==> config.mk <==
export PLATFORM = sky130hd
export DESIGN_NAME = ines_nes2_header_decoder_top
export DESIGN_NICKNAME = d
export VERILOG_FILES = /design/src/rtl/nes2hd_pkg.sv /design/src/rtl/nes2hd_front.sv /design/src/rtl/nes2hd_queue.sv /design/src/rtl/nes2hd_back.sv /design/src/rtl/ines_nes2_header_decoder_top.sv
export SDC_FILE = /design/constraint.sdc
export NUM_CORES = 1
export LEC_CHECK = 0
export BUFFER_PORTS_ARGS = -buffer_cell sky130_fd_sc_hd__buf_2
export CAP_MARGIN = 20
export CORE_MARGIN = 2
export CORE_UTILIZATION = 30
export DETAILED_ROUTE_END_ITERATION = 12
export GPL_TIMING_DRIVEN = 0
export SYNTH_ARGS = -nofsm -noshare
export SYNTH_HDL_FRONTEND = slang
export SYNTH_SLANG_ARGS = --single-unit
==> constraint.sdc <==
create_clock -name clock -period 32.1 [get_ports clock]
set_input_delay 1.605 -clock clock [delete_from_list [all_inputs] [get_ports clock]]
set_output_delay 1.605 -clock clock [all_outputs]
set_load 0.02 [all_outputs]
==> src/rtl/nes2hd_pkg.sv <==
// ----------------------------------------------------------------------------
// nes2hd_pkg: shared types and constants of the cartridge header decoder
// Holds the header and result types, the status codes and the size constants.
// ----------------------------------------------------------------------------
package nes2hd_pkg;

   localparam int HeaderBytes    = 16;
   localparam int PosWidth       = $clog2(HeaderBytes);
   localparam int RomWidth       = 40;
   localparam int RamWidth       = 22;
   localparam int QueueDepth     = 2;
   localparam int QueueAddrWidth = $clog2(QueueDepth);
   localparam int QueueCntWidth  = $clog2(QueueDepth + 1);

   localparam logic [1:0] STATUS_OK        = 2'd0;
   localparam logic [1:0] STATUS_BAD_MAGIC = 2'd1;
   localparam logic [1:0] STATUS_TRAINER   = 2'd2;

   localparam logic [1:0] MIRROR_FOUR_SCREEN = 2'd2;

   localparam logic [3:0] KIND_INES1 = 4'h0;
   localparam logic [3:0] KIND_NES2  = 4'h8;

   localparam logic [7:0] MAGIC_0 = 8'h4E;
   localparam logic [7:0] MAGIC_1 = 8'h45;
   localparam logic [7:0] MAGIC_2 = 8'h53;
   localparam logic [7:0] MAGIC_3 = 8'h1A;

   localparam logic [RamWidth-1:0] INES_PRG_RAM = RamWidth'(32'h2000);
   localparam logic [RomWidth-1:0] ROM_MAX      = {RomWidth{1'b1}};

   typedef logic [HeaderBytes-1:0][7:0] header_type;

   typedef struct packed {
      logic [1:0]          status;
      logic [11:0]         mapper;
      logic [3:0]          submapper;
      logic [RomWidth-1:0] prg_rom_bytes;
      logic [RomWidth-1:0] chr_rom_bytes;
      logic [1:0]          mirroring;
      logic                battery;
      logic [RamWidth-1:0] prg_ram_bytes;
      logic [RamWidth-1:0] prg_nvram_bytes;
      logic [RamWidth-1:0] chr_ram_bytes;
      logic [RamWidth-1:0] chr_nvram_bytes;
      logic                size_overflow;
   } result_type;

   // Queue handshake between the collector and the decoder.
   typedef struct packed {
      logic push;
      logic full;
   } queue_wr_type;

   typedef struct packed {
      logic pop;
      logic empty;
   } queue_rd_type;

   // Size of 64 << nibble, zero for a zero nibble.
   function automatic logic [RamWidth-1:0] shift_ram(input logic [3:0] nib);
      logic [RamWidth-1:0] v;
      v = RamWidth'(64) << nib;
      return (nib == 4'd0) ? '0 : v;
   endfunction

endpackage

==> src/rtl/nes2hd_front.sv <==
// ----------------------------------------------------------------------------
// nes2hd_front: header byte collector
// Stores the first fifteen bytes and pushes the full header on the sixteenth.
// ----------------------------------------------------------------------------
module nes2hd_front (
   input  logic                   clock,
   input  logic                   reset,
   input  logic                   req_valid,
   output logic                   req_ready,
   input  logic [7:0]             req_header_byte,
   input  logic                   queue_full,
   output logic                   queue_push,
   output nes2hd_pkg::header_type queue_header
);
   import nes2hd_pkg::*;

   logic [PosWidth-1:0]              pos_ff, pos_in;
   logic [HeaderBytes-2:0][7:0]      store_ff, store_in;
   logic                             last_byte;
   logic                             accept;

   assign last_byte  = (pos_ff == PosWidth'(HeaderBytes - 1));
   assign req_ready  = !(last_byte && queue_full);
   assign accept     = req_valid && req_ready;
   assign queue_push = accept && last_byte;

   always_comb begin
      queue_header = {req_header_byte, store_ff};
   end

   always_comb begin
      pos_in   = pos_ff;
      store_in = store_ff;
      if (accept) begin
         pos_in = pos_ff + PosWidth'(1);
         if (!last_byte) begin
            store_in[pos_ff] = req_header_byte;
         end
      end
   end

   always_ff @(posedge clock) begin
      if (reset) begin
         pos_ff <= '0;
      end else begin
         pos_ff <= pos_in;
      end
      store_ff <= store_in;
   end

endmodule

==> src/rtl/nes2hd_queue.sv <==
// ----------------------------------------------------------------------------
// nes2hd_queue: short header queue
// Two-entry FIFO of complete headers between the collector and the decoder.
// ----------------------------------------------------------------------------
module nes2hd_queue (
   input  logic                     clock,
   input  logic                     reset,
   input  logic                     push,
   input  nes2hd_pkg::header_type   push_header,
   input  logic                     pop,
   output nes2hd_pkg::queue_wr_type wr_status,
   output nes2hd_pkg::queue_rd_type rd_status,
   output nes2hd_pkg::header_type   head_header
);
   import nes2hd_pkg::*;

   header_type                entry_ff [QueueDepth];
   logic [QueueAddrWidth-1:0] wr_ptr_ff, wr_ptr_in;
   logic [QueueAddrWidth-1:0] rd_ptr_ff, rd_ptr_in;
   logic [QueueCntWidth-1:0]  count_ff, count_in;
   logic                      do_push, do_pop;

   assign wr_status.push = push;
   assign wr_status.full = (count_ff == QueueCntWidth'(QueueDepth));
   assign rd_status.pop   = pop;
   assign rd_status.empty = (count_ff == '0);
   assign do_push = push && !wr_status.full;
   assign do_pop  = pop && !rd_status.empty;
   assign head_header = entry_ff[rd_ptr_ff];

   always_comb begin
      wr_ptr_in = wr_ptr_ff;
      rd_ptr_in = rd_ptr_ff;
      count_in  = count_ff;
      if (do_push) begin
         wr_ptr_in = (wr_ptr_ff == QueueAddrWidth'(QueueDepth - 1)) ? '0
                   : wr_ptr_ff + QueueAddrWidth'(1);
      end
      if (do_pop) begin
         rd_ptr_in = (rd_ptr_ff == QueueAddrWidth'(QueueDepth - 1)) ? '0
                   : rd_ptr_ff + QueueAddrWidth'(1);
      end
      if (do_push && !do_pop) begin
         count_in = count_ff + QueueCntWidth'(1);
      end else if (do_pop && !do_push) begin
         count_in = count_ff - QueueCntWidth'(1);
      end
   end

   always_ff @(posedge clock) begin
      if (reset) begin
         wr_ptr_ff <= '0;
         rd_ptr_ff <= '0;
         count_ff  <= '0;
      end else begin
         wr_ptr_ff <= wr_ptr_in;
         rd_ptr_ff <= rd_ptr_in;
         count_ff  <= count_in;
      end
      if (do_push) begin
         entry_ff[wr_ptr_ff] <= push_header;
      end
   end

endmodule

==> src/rtl/nes2hd_back.sv <==
// ----------------------------------------------------------------------------
// nes2hd_back: header decoder and result register
// Decodes the queue head and holds the result until the consumer takes it.
// ----------------------------------------------------------------------------
module nes2hd_back (
   input  logic                     clock,
   input  logic                     reset,
   input  nes2hd_pkg::queue_rd_type rd_status,
   input  nes2hd_pkg::header_type   head_header,
   output logic                     pop,
   output logic                     rsp_valid,
   input  logic                     rsp_ready,
   output nes2hd_pkg::result_type   rsp_result
);
   import nes2hd_pkg::*;

   logic       valid_ff, valid_in;
   result_type result_ff, result_in;
   result_type dec;
   header_type h;
   logic [3:0] kind;
   logic       prg_ovf, chr_ovf;
   logic [RomWidth-1:0] prg_exp, chr_exp;
   logic [RomWidth+2:0] prg_wide, chr_wide;

   assign h    = head_header;
   assign kind = h[7][3:0] & 4'hC;

   // Exponent notation: (2*(L&3)+1) << (L>>2), saturated to 40 bits.
   always_comb begin
      prg_wide = (RomWidth + 3)'({h[4][1:0], 1'b1}) << h[4][7:2];
      chr_wide = (RomWidth + 3)'({h[5][1:0], 1'b1}) << h[5][7:2];
      prg_ovf  = (h[4][7:2] > 6'd40) || (prg_wide[RomWidth+2:RomWidth] != 3'd0);
      chr_ovf  = (h[5][7:2] > 6'd40) || (chr_wide[RomWidth+2:RomWidth] != 3'd0);
      prg_exp  = prg_ovf ? ROM_MAX : prg_wide[RomWidth-1:0];
      chr_exp  = chr_ovf ? ROM_MAX : chr_wide[RomWidth-1:0];
   end

   always_comb begin
      dec = '0;
      if (h[0] != MAGIC_0 || h[1] != MAGIC_1 || h[2] != MAGIC_2 || h[3] != MAGIC_3) begin
         dec.status = STATUS_BAD_MAGIC;
      end else if (h[6][2]) begin
         dec.status = STATUS_TRAINER;
      end else begin
         dec.status = STATUS_OK;
         dec.mapper = {4'd0, 4'd0, h[6][7:4]};
         if (kind == KIND_INES1 || kind == KIND_NES2) begin
            dec.mapper[7:4] = h[7][7:4];
         end
         dec.mirroring = h[6][3] ? MIRROR_FOUR_SCREEN : {1'b0, h[6][0]};
         dec.battery   = h[6][1];
         if (kind == KIND_NES2) begin
            dec.mapper[11:8] = h[8][3:0];
            dec.submapper    = h[8][7:4];
            if (h[9][3:0] == 4'hF) begin
               dec.prg_rom_bytes = prg_exp;
            end else begin
               dec.prg_rom_bytes = RomWidth'({h[9][3:0], h[4], 14'd0});
            end
            if (h[9][7:4] == 4'hF) begin
               dec.chr_rom_bytes = chr_exp;
            end else begin
               dec.chr_rom_bytes = RomWidth'({h[9][7:4], h[5], 13'd0});
            end
            dec.size_overflow   = ((h[9][3:0] == 4'hF) && prg_ovf)
                                || ((h[9][7:4] == 4'hF) && chr_ovf);
            dec.prg_ram_bytes   = shift_ram(h[10][3:0]);
            dec.prg_nvram_bytes = shift_ram(h[10][7:4]);
            dec.chr_ram_bytes   = shift_ram(h[11][3:0]);
            dec.chr_nvram_bytes = shift_ram(h[11][7:4]);
         end else begin
            // A zero PRG count stands for 256 banks.
            dec.prg_rom_bytes = (h[4] == 8'd0) ? RomWidth'({1'b1, 22'd0})
                              : RomWidth'({h[4], 14'd0});
            dec.chr_rom_bytes = RomWidth'({h[5], 13'd0});
            dec.prg_ram_bytes = INES_PRG_RAM;
         end
      end
   end

   assign pop = !rd_status.empty && (!valid_ff || rsp_ready);

   always_comb begin
      valid_in  = valid_ff;
      result_in = result_ff;
      if (valid_ff && rsp_ready) begin
         valid_in = 1'b0;
      end
      if (pop) begin
         valid_in  = 1'b1;
         result_in = dec;
      end
   end

   always_ff @(posedge clock) begin
      if (reset) begin
         valid_ff <= 1'b0;
      end else begin
         valid_ff <= valid_in;
      end
      result_ff <= result_in;
   end

   assign rsp_valid  = valid_ff;
   assign rsp_result = result_ff;

endmodule

==> src/rtl/ines_nes2_header_decoder_top.sv <==
// ----------------------------------------------------------------------------
// ines_nes2_header_decoder_top: iNES / NES 2.0 cartridge header decoder
// Takes the 16-byte header one byte per transaction and returns one decoded
// result transaction after every sixteenth byte.
// ----------------------------------------------------------------------------
// Throughput: one header byte per cycle, sustained while the queue can take each finished header.
// A complete header enters the queue at the edge that takes its sixteenth byte, and moves
// into the result register once that register is free or being emptied.
// The two-entry header queue is what lets bytes keep flowing while a result
// waits; req_ready drops only on a sixteenth byte with the queue full.
// Reset clears the byte position, the queue pointers and the result valid.
// ----------------------------------------------------------------------------
module ines_nes2_header_decoder_top (
   input  logic                              clock,
   input  logic                              reset,
   input  logic                              req_valid,
   output logic                              req_ready,
   input  logic [7:0]                        req_header_byte,
   output logic                              rsp_valid,
   input  logic                              rsp_ready,
   output logic [1:0]                        rsp_status,
   output logic [11:0]                       rsp_mapper,
   output logic [3:0]                        rsp_submapper,
   output logic [nes2hd_pkg::RomWidth-1:0]   rsp_prg_rom_bytes,
   output logic [nes2hd_pkg::RomWidth-1:0]   rsp_chr_rom_bytes,
   output logic [1:0]                        rsp_mirroring,
   output logic                              rsp_battery,
   output logic [nes2hd_pkg::RamWidth-1:0]   rsp_prg_ram_bytes,
   output logic [nes2hd_pkg::RamWidth-1:0]   rsp_prg_nvram_bytes,
   output logic [nes2hd_pkg::RamWidth-1:0]   rsp_chr_ram_bytes,
   output logic [nes2hd_pkg::RamWidth-1:0]   rsp_chr_nvram_bytes,
   output logic                              rsp_size_overflow
);
   import nes2hd_pkg::*;

   header_type   push_header;
   header_type   head_header;
   logic         queue_push;
   logic         queue_pop;
   queue_wr_type wr_status;
   queue_rd_type rd_status;
   result_type   result;

   // The front end only stores bytes; it hands a complete header to the
   // queue in the same cycle that its last byte arrives.
   nes2hd_front u_front (
      .clock           (clock),
      .reset           (reset),
      .req_valid       (req_valid),
      .req_ready       (req_ready),
      .req_header_byte (req_header_byte),
      .queue_full      (wr_status.full),
      .queue_push      (queue_push),
      .queue_header    (push_header)
   );

   nes2hd_queue u_queue (
      .clock       (clock),
      .reset       (reset),
      .push        (queue_push),
      .push_header (push_header),
      .pop         (queue_pop),
      .wr_status   (wr_status),
      .rd_status   (rd_status),
      .head_header (head_header)
   );

   // The back end decodes the queue head straight into its result register, popping
   // whenever the queue holds a header and that register is free or being emptied.
   nes2hd_back u_back (
      .clock       (clock),
      .reset       (reset),
      .rd_status   (rd_status),
      .head_header (head_header),
      .pop         (queue_pop),
      .rsp_valid   (rsp_valid),
      .rsp_ready   (rsp_ready),
      .rsp_result  (result)
   );

   assign rsp_status          = result.status;
   assign rsp_mapper          = result.mapper;
   assign rsp_submapper       = result.submapper;
   assign rsp_prg_rom_bytes   = result.prg_rom_bytes;
   assign rsp_chr_rom_bytes   = result.chr_rom_bytes;
   assign rsp_mirroring       = result.mirroring;
   assign rsp_battery         = result.battery;
   assign rsp_prg_ram_bytes   = result.prg_ram_bytes;
   assign rsp_prg_nvram_bytes = result.prg_nvram_bytes;
   assign rsp_chr_ram_bytes   = result.chr_ram_bytes;
   assign rsp_chr_nvram_bytes = result.chr_nvram_bytes;
   assign rsp_size_overflow   = result.size_overflow;

endmodule

==> results by group, run 1 <==
Floorplanning
  – Core ar.: 0.0600 sq mm
  – Die height: approximately 250 microns
  – Initial Util: 0.302
  – Site Rows: 90
  – Die ar.: 0.0623 sq mm
  – Die Span X: approximately 250 microns
  – Io pins: ~200

Detailed routing
  – Met3 WL post-DR: approximately 2700 microns
  – Top Layer Used: met5
  – # DRC: 0
  – DR WL met2: 21000 microns
  – Wire per inst: around 19 microns
  – DRT antenna net count: 0
  – Drt first-iter violations: approximately 800
  – Vias after detailed routing: about 11000
  – Via density: around 4.8
  – WL met1: 17400 microns
  – Final wirelength: between 40000 and 50000 microns
  – Initial DRT Pass Iterations: 5

Place
  – Dpl cells: roughly 2100
  – Detailed Place HPWL: 29300 microns
  – Gpl congestion: between 0.8 and 0.9
  – Port bufs: between 150 and 200

Global route
  – Gr ovfl total: 0
  – Initial antenna violation count: 7
  – Pin count of the biggest net entering global routing: around 130
  – Gr usage total: 0.134
  – Number of global-route vias before repair: between 10000 and 15000
  – Global-route wire length before repair: 63500 microns

Finish
  – Share of cells above drive strength 1: 0.272
  – Post-Layout Cell Count: 2228
  – Final nets: 1426
  – Layout area overhead: 20.5%
  – Post-layout util: 0.364

Logic synthesis
  – Synth Instances: 1138
  – Netlist cell types: 75
  – Most common cell in the synthesized netlist: edfxtp_1
  – Ys async rst share: 0
  – Synth warn: 0
  – Synthesized flop and latch total: 458
  – Sequential fraction of the synthesis area: 0.754
  – Area leader, netlist: edfxtp_1
  – Cell area after synthesis: around 0.018 sq mm
  – Post-synth EDFFs: ~450
  – Yosys top cell area share: 0.743
  – Most common flop cell mapped by yosys: edfxtp_1
  – Largest cells by area after synthesis: edfxtp_1, a211oi_1, nor2_1, a21oi_1, mux2i_1
  – Mean cell area of the mapped netlist: between 15 and 20 sq um
  – Top post-synthesis cells by count: edfxtp_1, nor2_1, a21oi_1

Hold path
  – Hold Crit Start: u_front.queue_header[21]
  – Hold WC Path Type: flip-flop to flip-flop
  – WHS Endpoint: u_queue.entry_ff[0][21]
  – Cells on Worst Hold Path: 0

Clocking
  – CTS Buf Count: 45
  – Cts hold-fix bufs: 0
  – Worst-path clk slew: ~0.060 ns
  – Clk Latency, worst-skew pair: about 0.60 ns
  – CTS H-tree depth: 2
  – Root Driver: clkbuf_16
  – Post-CTS setup buffer count: 0
  – CTS tree: done
  – Max clock buf depth: 3
  – Clock Sinks: ~460
  – Gates resized, CTS repair: 0

STA
  – Hold WS: approximately 0.42 ns
  – Final TNS setup: 0 ns
  – FMAX: ~0.3 GHz
  – Unrepaired setup endpoints after global routing: false
  – Final hold violations: 0
  – Slew headroom: 0.377
  – Worst-Margin Slew: 0.931 ns
  – Final Max Slew Viols: 0
  – Fin crit share: 0.105
  – Final clock skew: about 0.036 ns
  – Minimum clock period: around 3.4 ns
  – Setup Viol. Count Final: 0

Worst setup path
  – CP Cell Sequence: clkbuf_1 -> nand4_1 -> buf_2
  – CP Class: flip-flop to output port
  – Max incr delay on CP: roughly 0.32 ns
  – Crit-path max FO: 10
  – Worst r2r dst: u_back.rsp_result[156]
  – CP Capture Type: output port
  – FF-to-FF setup slack: 28.99 ns
  – R2R Path Start: u_queue.entry_ff[1][19]
  – Critical path launch point type: flip-flop
  – Reg2Reg Depth: 6
  – Slowest stage cell, crit path: clkbuf_1
  – Worst EP arrival: between 1.5 and 2 ns
  – Worst endpoint required time: 30.49 ns

Power
  – P_leak: 0.00728 uW
  – PD cells: around 77 mW/mm^2
  – VDD IR max: around 0.067 mV

Run
  – Max Cap Violations: 0

Run status
  – Status: finished clean
[routing by layer]
metal  up-vias  track usage
li1       4960            -
met1      5197        0.164
met2       355        0.225
met3        96       0.0320
met4        10       0.0582
met5         -            0
[critical path: cells and delay by family, from the launching register on]
family / cells / cell delay [ns]
buffers and inverters: 2 / 0.58
flip-flops: 1 / 0.31
AND/OR/NAND/NOR: 1 / 0.27
[per-stage QoR]
| stage | total power [uW] | setup WS, ns | area, sq um |
|---|---|---|---|
| finish | 1670 | 28.74 | 21800 |
| global route | 1740 | 28.60 | 21800 |
| CTS | 1690 | 28.71 | 21800 |
| detailed placement | 1150 | 28.26 | 20300 |
| global placement | 1160 | 15.51 | 20100 |
| floorplan | 1030 | 20.72 | 18200 |
[flip-flops by register name (all words and copies together), names as in the netlist, named ones only]
name,cells
u_front.queue_header,94
u_queue.entry_ff,188
u_back.rsp_valid,1
u_back.rsp_result,166
u_front.pos_ff,4
u_queue.wr_ptr_ff,1
u_queue.count_ff,2
u_queue.rd_ptr_ff,1
[worst max-delay path by stage]
stage	cells past startpoint	slack, ns	startpoint	to
6_report	3	28.74	u_front.pos_ff[2]	req_ready
5_1_grt	3	28.60	u_queue.count_ff[1]	req_ready
4_1_cts	3	28.71	u_front.pos_ff[2]	req_ready
3_5_place_dp	8	28.26	req_valid	u_queue.entry_ff[0][46]
3_3_place_gp	3	15.51	req_valid	u_queue.entry_ff[0][46]
2_1_floorplan	2	20.72	req_valid	u_queue.entry_ff[0][0]
[cells in the final DEF (no fill, tap or decap), types with 4 or more instances in the layout]
cell and n:
a211oi_1 54, a21oi_1 64, a21oi_2 17, a221oi_2 6
a22oi_1 6, a31oi_1 9, a32oi_1 6, and2_1 10
buf_2 201, buf_4 44, buf_6 6, bufinv_16 6
clkbuf_1 17, clkbuf_16 45, clkinv_1 9, clkinv_2 7
clkinv_4 7, conb_1 28, dfxtp_1 10, edfxtp_1 448
ha_1 5, inv_1 13, mux2_2 9, mux2i_1 32
nand2_1 61, nand2b_1 13, nand3_1 42, nand3b_1 16
nand4_1 12, nor2_1 86, nor3_1 35, nor3b_1 4
nor4bb_1 4, o21ai_0 5, o21ai_1 6, o22ai_1 4
o32a_1 5, or3b_2 4
[power by group]
group	leakage [uW]	total [uW]	switching, uW	internal [uW]
sequential	0.00424	768	21.2	747
clock	0.000743	539	230	309
combinational	0.00230	366	267	99.2
total	0.00728	1670	518	1160
[cells by family after synthesis]
group	Yosys count	synth area share
adders and majority gates	5	0.00345
and+or+nand+nor	315	0.0887
AOI/OAI and AO/OA	216	0.0916
xor gates and xnor gates	6	0.00290
other	1	0.000207
buffers and inverters	88	0.0283
muxes	49	0.0309
DFF	458	0.754
[area by class of cell]
class / instances / area (sq um)
fill: 5655 / 38200
sequential: 458 / 13700
multi-input combinational: 619 / 4050
clock buffer: 46 / 1130
timing repair buffer: 197 / 1070
tap: 782 / 978
buffer: 73 / 455
clock inverter: 36 / 410
inverter: 15 / 63.8
antenna: 2 / 5.00
No activity file was read; power rests on OpenSTA's default activity.
==> run 2, diff against run 1 <==
==> constraint.sdc (replaced) <==
create_clock -name clock -period 2.92 [get_ports clock]
set_input_delay 0.146 -clock clock [delete_from_list [all_inputs] [get_ports clock]]
set_output_delay 0.146 -clock clock [all_outputs]
set_load 0.02 [all_outputs]
==> results by group, run 2 (synthesis results as in run 1) <==
Global route
  – Number of global-route vias before repair: between 10000 and 15000
  – Pin count of the biggest net entering global routing: 63
  – Gr usage total: 0.134
  – Gr ovfl total: 0
  – Global-route wire length before repair: between 60000 and 70000 microns
  – Initial antenna violation count: 2

Clocking
  – Max clock buf depth: 3
  – CTS Buf Count: 48
  – Clk Latency, worst-skew pair: approximately 0.6 ns
  – Clock Sinks: approximately 460
  – Post-CTS setup buffer count: 0
  – Root Driver: clkbuf_16
  – CTS tree: done
  – Worst-path clk slew: 0.06 ns
  – CTS H-tree depth: 2

Worst setup path
  – Worst path bufs/invs: 2
  – Most frequent CP cell: buf_6
  – Worst EP arrival: between 3 and 4 ns
  – Slowest stage cell, crit path: mux2i_1
  – CP Class: flip-flop to flip-flop
  – Max incr delay on CP: 0.54 ns
  – Crit-path max FO: 10
  – CP Capture Type: flip-flop
  – Top delay family on crit path: compound AO/OA/AOI/OAI gates
  – CP Cell Sequence: buf_6 -> buf_6 -> mux2i_1 -> nand2b_1 -> o22ai_1 -> nand3_1 -> a221oi_1
  – Critical path launch point type: flip-flop
  – Worst endpoint required time: between 3 and 4 ns

Finish
  – Post-layout util: 0.371
  – Post-Layout Cell Count: 2238
  – Leading cell type in the layout, fill and taps excluded: edfxtp_1
  – Post-route cell area: ~0.022 sq mm
  – Layout filler cell count: ~5700
  – Top reg by flops: u_queue.entry_ff
  – Number of flip-flops in the largest register: 188
  – Number of antenna diodes: 0
  – Most frequent cells in the layout: edfxtp_1, buf_2, nor2_1, a21oi_1, nand2_1
  – Final nets: roughly 1400
  – Layout area overhead: 22.8%
  – Share of cells above drive strength 1: 0.289

Floorplanning
  – Initial Util: 0.302
  – Io pins: around 200
  – Site Rows: 90
  – Core ar.: between 0.06 and 0.07 sq mm
  – Die Span X: 250 microns
  – Die ar.: 0.0623 sq mm
  – Die height: roughly 250 microns

Place
  – Detailed Place HPWL: a little under 30000 microns
  – Dpl cells: roughly 2100
  – Port bufs: 178
  – Placed Area: 0.0204 sq mm
  – Gpl congestion: between 0.8 and 0.9

Detailed routing
  – Final wirelength: around 43000 microns
  – Initial DRT Pass Iterations: 5
  – Vias after detailed routing: ~11000
  – Via density: 4.77
  – Wire per inst: just under 20 microns
  – Drt first-iter violations: around 1100
  – DRT antenna net count: 0
  – # DRC: 0

STA
  – Slew headroom: 0.277
  – Unrepaired setup endpoints after global routing: false
  – Final hold violations: 0
  – Final Max Slew Viols: 0
  – Fin crit share: 0.967
  – Hold WS: between 0.007 and 0.008 ns
  – Worst-Margin Slew: about 1.1 ns
  – Final clock skew: 0.0447 ns
  – Setup Viol. Count Final: 0
  – Final TNS setup: 0 ns
  – Minimum clock period: 2.82 ns
  – FMAX: between 0.3 and 0.4 GHz

Run
  – Max Cap Violations: 0

Power
  – VDD IR max: ~0.55 mV
  – PD cells: 854 mW/mm^2
  – P_leak: roughly 0.0075 uW

Hold path
  – Hold WC Path Type: input port to flip-flop

Run status
  – Status: finished clean
[run 2: area by class of cell]
cell class                 instances  area [sq um]  area share
timing repair buffer             202          1200      0.0541
buffer                            73           494      0.0222
sequential                       458         13700       0.614
clock buffer                      56          1230      0.0553
multi-input combinational        619          4170       0.187
inverter                          15          60.1     0.00270
tap                              782           978      0.0440
clock inverter                    33           450      0.0202
[run 2: timing repair]
| item | CTS | global route |
|---|---|---|
| gates resized for setup | 6 | 22 |
| pin swaps | 0 | 1 |
| hold endpoints to repair | 26 | 0 |
| endpoints found under the setup margin | 14 | 85 |
| hold buffers | 7 | 0 |
[run 2: per-layer routing]
layer  vias to the layer above  track usage  wire, microns
met3                        74       0.0259           2300
met5                         -            0             13
li1                       4984            -              -
met1                      5306        0.169          18100
met4                         2       0.0480           1140
met2                       302        0.228          21400
[run 2: stage by stage]
| stage | power [uW] | worst slack (ns) |
|---|---|---|
| 5_1_grt | 19700 | 0.000177 |
| 3_5_place_dp | 12700 | -0.0949 |
| 2_1_floorplan | 11300 | -1.11 |
| 6_report | 19000 | 0.0954 |
| 4_1_cts | 19200 | 0.00181 |
| 3_3_place_gp | 12900 | -2.79 |
[run 2: worst reg2reg max path, delay by kind of cell (launching register included)]
kind	cells	cell delay [ns]
buffers and inverters	2	0.42
DFF	1	0.36
AOI/OAI and AO/OA	2	0.86
muxes	1	0.54
and+or+nand+nor	2	0.39
[run 2: path summary, 6_finish.rpt]
check	cells after the start	end	from	slack, ns
setup / recovery	7	u_back.rsp_result[105]	flip-flop	0.1
hold / removal	1	u_front.queue_header[55]	req_header_byte[7]	0.007
setup reg to reg	7	u_back.rsp_result[105]	flip-flop	0.1
hold reg to reg	0	u_queue.entry_ff[1][52]	u_front.queue_header[52]	0.42
[run 2: power by group]
part / switching (uW) / internal, uW
clock network: 2630 / 3780
logic: 2950 / 1210
registers: 223 / 8200
==> run 3, diff against run 2 <==
--- a/config.mk
+++ b/config.mk
@@ -5,6 +5,7 @@
 export SDC_FILE = /design/constraint.sdc
 export NUM_CORES = 1
 export LEC_CHECK = 0
+export ABC_AREA = 1
 export BUFFER_PORTS_ARGS = -buffer_cell sky130_fd_sc_hd__buf_2
 export CAP_MARGIN = 20
 export CORE_MARGIN = 2
==> results by group, run 3 <==
Clocking
  – Max clock buf depth: 3
  – Clock Sinks: around 460
  – Post-CTS setup buffer count: 0
  – Root Driver: clkbuf_16
  – CTS H-tree depth: 2
  – Gates resized, CTS repair: 0
  – Clk Latency, worst-skew pair: about 0.6 ns
  – CTS tree: done
  – Worst-path clk slew: 0.06 ns
  – CTS Buf Count: 45

Finish
  – Number of flip-flops in the largest register: roughly 190
  – Share of cells above drive strength 1: 0.230
  – Register Area: 0.0137 sq mm
  – Final nets: roughly 1600
  – Layout filler cell count: 5629
  – Most frequent cells in the layout: edfxtp_1, nand2_1, buf_2, nor2_1, inv_1
  – Top reg by flops: u_queue.entry_ff
  – Leading cell type in the layout, fill and taps excluded: edfxtp_1
  – Multi-input logic area: about 0.0035 sq mm
  – Layout area overhead: 21.3%
  – Post-route cell area: 0.0215 sq mm

Place
  – Placed Area: 0.0200 sq mm
  – Gpl congestion: 0.833
  – Port bufs: 178
  – Detailed Place HPWL: approximately 27000 microns

Detailed routing
  – Via density: 4.42
  – DRT antenna net count: 0
  – Initial DRT Pass Iterations: 5
  – Final wirelength: between 30000 and 40000 microns
  – Drt first-iter violations: roughly 690
  – Wire per inst: around 17 microns
  – # DRC: 0
  – Vias after detailed routing: between 10000 and 15000

Global route
  – Gr usage total: 0.127
  – Pin count of the biggest net entering global routing: 33
  – Number of global-route vias before repair: ~10000
  – Initial antenna violation count: 6
  – Global-route wire length before repair: 58600 microns
  – Gr ovfl total: 0

Logic synthesis
  – Most common flop cell mapped by yosys: edfxtp_1
  – Top post-synthesis cells by count: edfxtp_1, nand2_1, nor2_1
  – Post-synth EDFFs: roughly 450
  – Most common cell in the synthesized netlist: edfxtp_1
  – Mean cell area of the mapped netlist: between 10 and 15 sq um
  – Yosys top cell area share: 0.758
  – Netlist cell types: 46
  – Synth warn: 0
  – Sequential fraction of the synthesis area: 0.770
  – Ys async rst share: 0
  – Area leader, netlist: edfxtp_1
  – Synth Instances: roughly 1300
  – Synthesized flop and latch total: 458
  – Cell area after synthesis: roughly 0.018 sq mm
  – Largest cells by area after synthesis: edfxtp_1, nand2_1, nor2_1, inv_1, a21oi_1

Run
  – Max Cap Violations: 0

STA
  – Unrepaired setup endpoints after global routing: false
  – Final clock skew: about 0.025 ns
  – Slew headroom: 0.365
  – Setup Viol. Count Final: 0
  – Worst-Margin Slew: between 0.9 and 1 ns
  – Minimum clock period: ~2.7 ns
  – Fin crit share: 0.926
  – FMAX: around 0.37 GHz
  – Final Max Slew Viols: 0
  – Final hold violations: 0

Worst setup path
  – Worst r2r dst: u_queue.entry_ff[0][86]
  – Worst endpoint required time: roughly 3.2 ns
  – Crit-path max FO: 29
  – CP Capture Type: flip-flop
  – Worst EP arrival: 2.98 ns
  – Reg2Reg Depth: 10
  – Critical path launch point type: flip-flop
  – R2R Path Start: u_front.pos_ff[2]
  – FF-to-FF setup slack: approximately 0.22 ns
  – CP Class: flip-flop to flip-flop

Power
  – PD cells: between 900 and 1000 mW/mm^2
  – Overall power: approximately 20000 uW
  – P_leak: between 0.008 and 0.009 uW
  – VDD IR max: 0.499 mV

Floorplanning
  – Die ar.: just over 0.06 sq mm
  – Initial Util: 0.302
  – Core ar.: approximately 0.059 sq mm
  – Die Span X: roughly 250 microns
  – Io pins: about 200
  – Die height: between 200 and 250 microns
  – Site Rows: 89

Hold path
  – Cells on Worst Hold Path: 2
  – Hold Crit Start: reset
  – Hold WC Path Type: input port to flip-flop
  – WHS Endpoint: u_back.rsp_valid

Run status
  – Status: finished clean
## run 3: cell types whose count changed after synthesis, moves of 11 or more
cell | previous run | this run
nand2_1 | 61 | 275
inv_1 | 14 | 101
nor2_1 | 86 | 155
a211oi_1 | 54 | 1
mux2i_1 | 32 | 3
nor3_1 | 35 | 11
o21ai_0 | 5 | 28
or2_2 | 0 | 20
a21oi_2 | 17 | 0
nand3b_1 | 16 | 2
nand2b_1 | 13 | 0
nand4_1 | 12 | 25
and2_1 | 11 | 0
## run 3: metrics by stage
stage	TNS [ns]	worst slack [ns]	cells	util	hold WS, ns
after global placement	-510.35	-2.61	2306	0.336	0.422
final	0	0.216	2409	0.366	0.0258
after floorplan	-125.66	-1.30	1355	-	0.245
after global routing	0	0.0366	2409	0.366	0.0131
after detailed placement	0	0.166	2319	0.341	0.429
after CTS	0	0.133	2406	0.366	0.00823
## run 3: cell families after synthesis
logic type	count (synthesis)	synth area share
adder cells (fa/ha/maj)	5	0.00353
other	1	0.000211
buffers and inverters	165	0.0442
AO/OA/AOI/OAI	123	0.0383
AND/OR/NAND/NOR	573	0.143
multiplexers	3	0.00169
flip-flops	458	0.770
## run 3: report_power, final
part | total (uW) | internal, uW | switching (uW)
Sequential | 8910 | 8600 | 314
Combinational | 5060 | 1380 | 3690
Clock | 5640 | 3180 | 2470
## run 3: worst max path at each step
| stage | startpoint | endpoint | slack [ns] | cells after the start |
|---|---|---|---|---|
| after global routing | u_front.pos_ff[2] | u_queue.entry_ff[0][86] | 0.04 | 10 |
| after floorplan | u_queue.count_ff[1] | u_queue.count_ff[1] | -1.30 | 8 |
| after CTS | u_front.pos_ff[2] | u_queue.entry_ff[1][86] | 0.13 | 10 |
| after global placement | u_queue.count_ff[1] | u_queue.count_ff[1] | -2.61 | 8 |
| after detailed placement | u_front.pos_ff[2] | u_queue.entry_ff[1][90] | 0.17 | 10 |
| final | u_front.pos_ff[2] | u_queue.entry_ff[0][86] | 0.22 | 10 |
## run 3: critical path, stage by stage, from the launching register on
cell and delay [ns]:
dfxtp_1 0.30, clkbuf_1 0.19, nand3_2 0.16, nor3_1 0.07, nor2_1 0.18, inv_1 0.11, nor2_2 0.19, inv_2 0.12
nor2_4 0.57, buf_12 0.30, buf_16 0.19
## run 3: cell type report
class / count / share of cell area
Multi-Input combinational cell: 733 / 0.161
Inverter: 107 / 0.0188
Timing Repair Buffer: 195 / 0.0560
Clock inverter: 26 / 0.0119
Clock buffer: 57 / 0.0549
Tap cell: 773 / 0.0449
Antenna cell: 2 / 0.000233
Sequential cell: 458 / 0.635
Buffer: 58 / 0.0177
## run 3: layer usage
layer  GRT usage  share of wire
met5           0        0.00098
met3      0.0279          0.053
met4      0.0467          0.030
met1       0.158           0.42
met2       0.217           0.50
## run 3: what timing repair did
action / 4_1_cts / 5_1_grt
endpoints found under the hold margin: 17 / 0
endpoints found under the setup margin: 0 / 21
hold buffers: 4 / 0
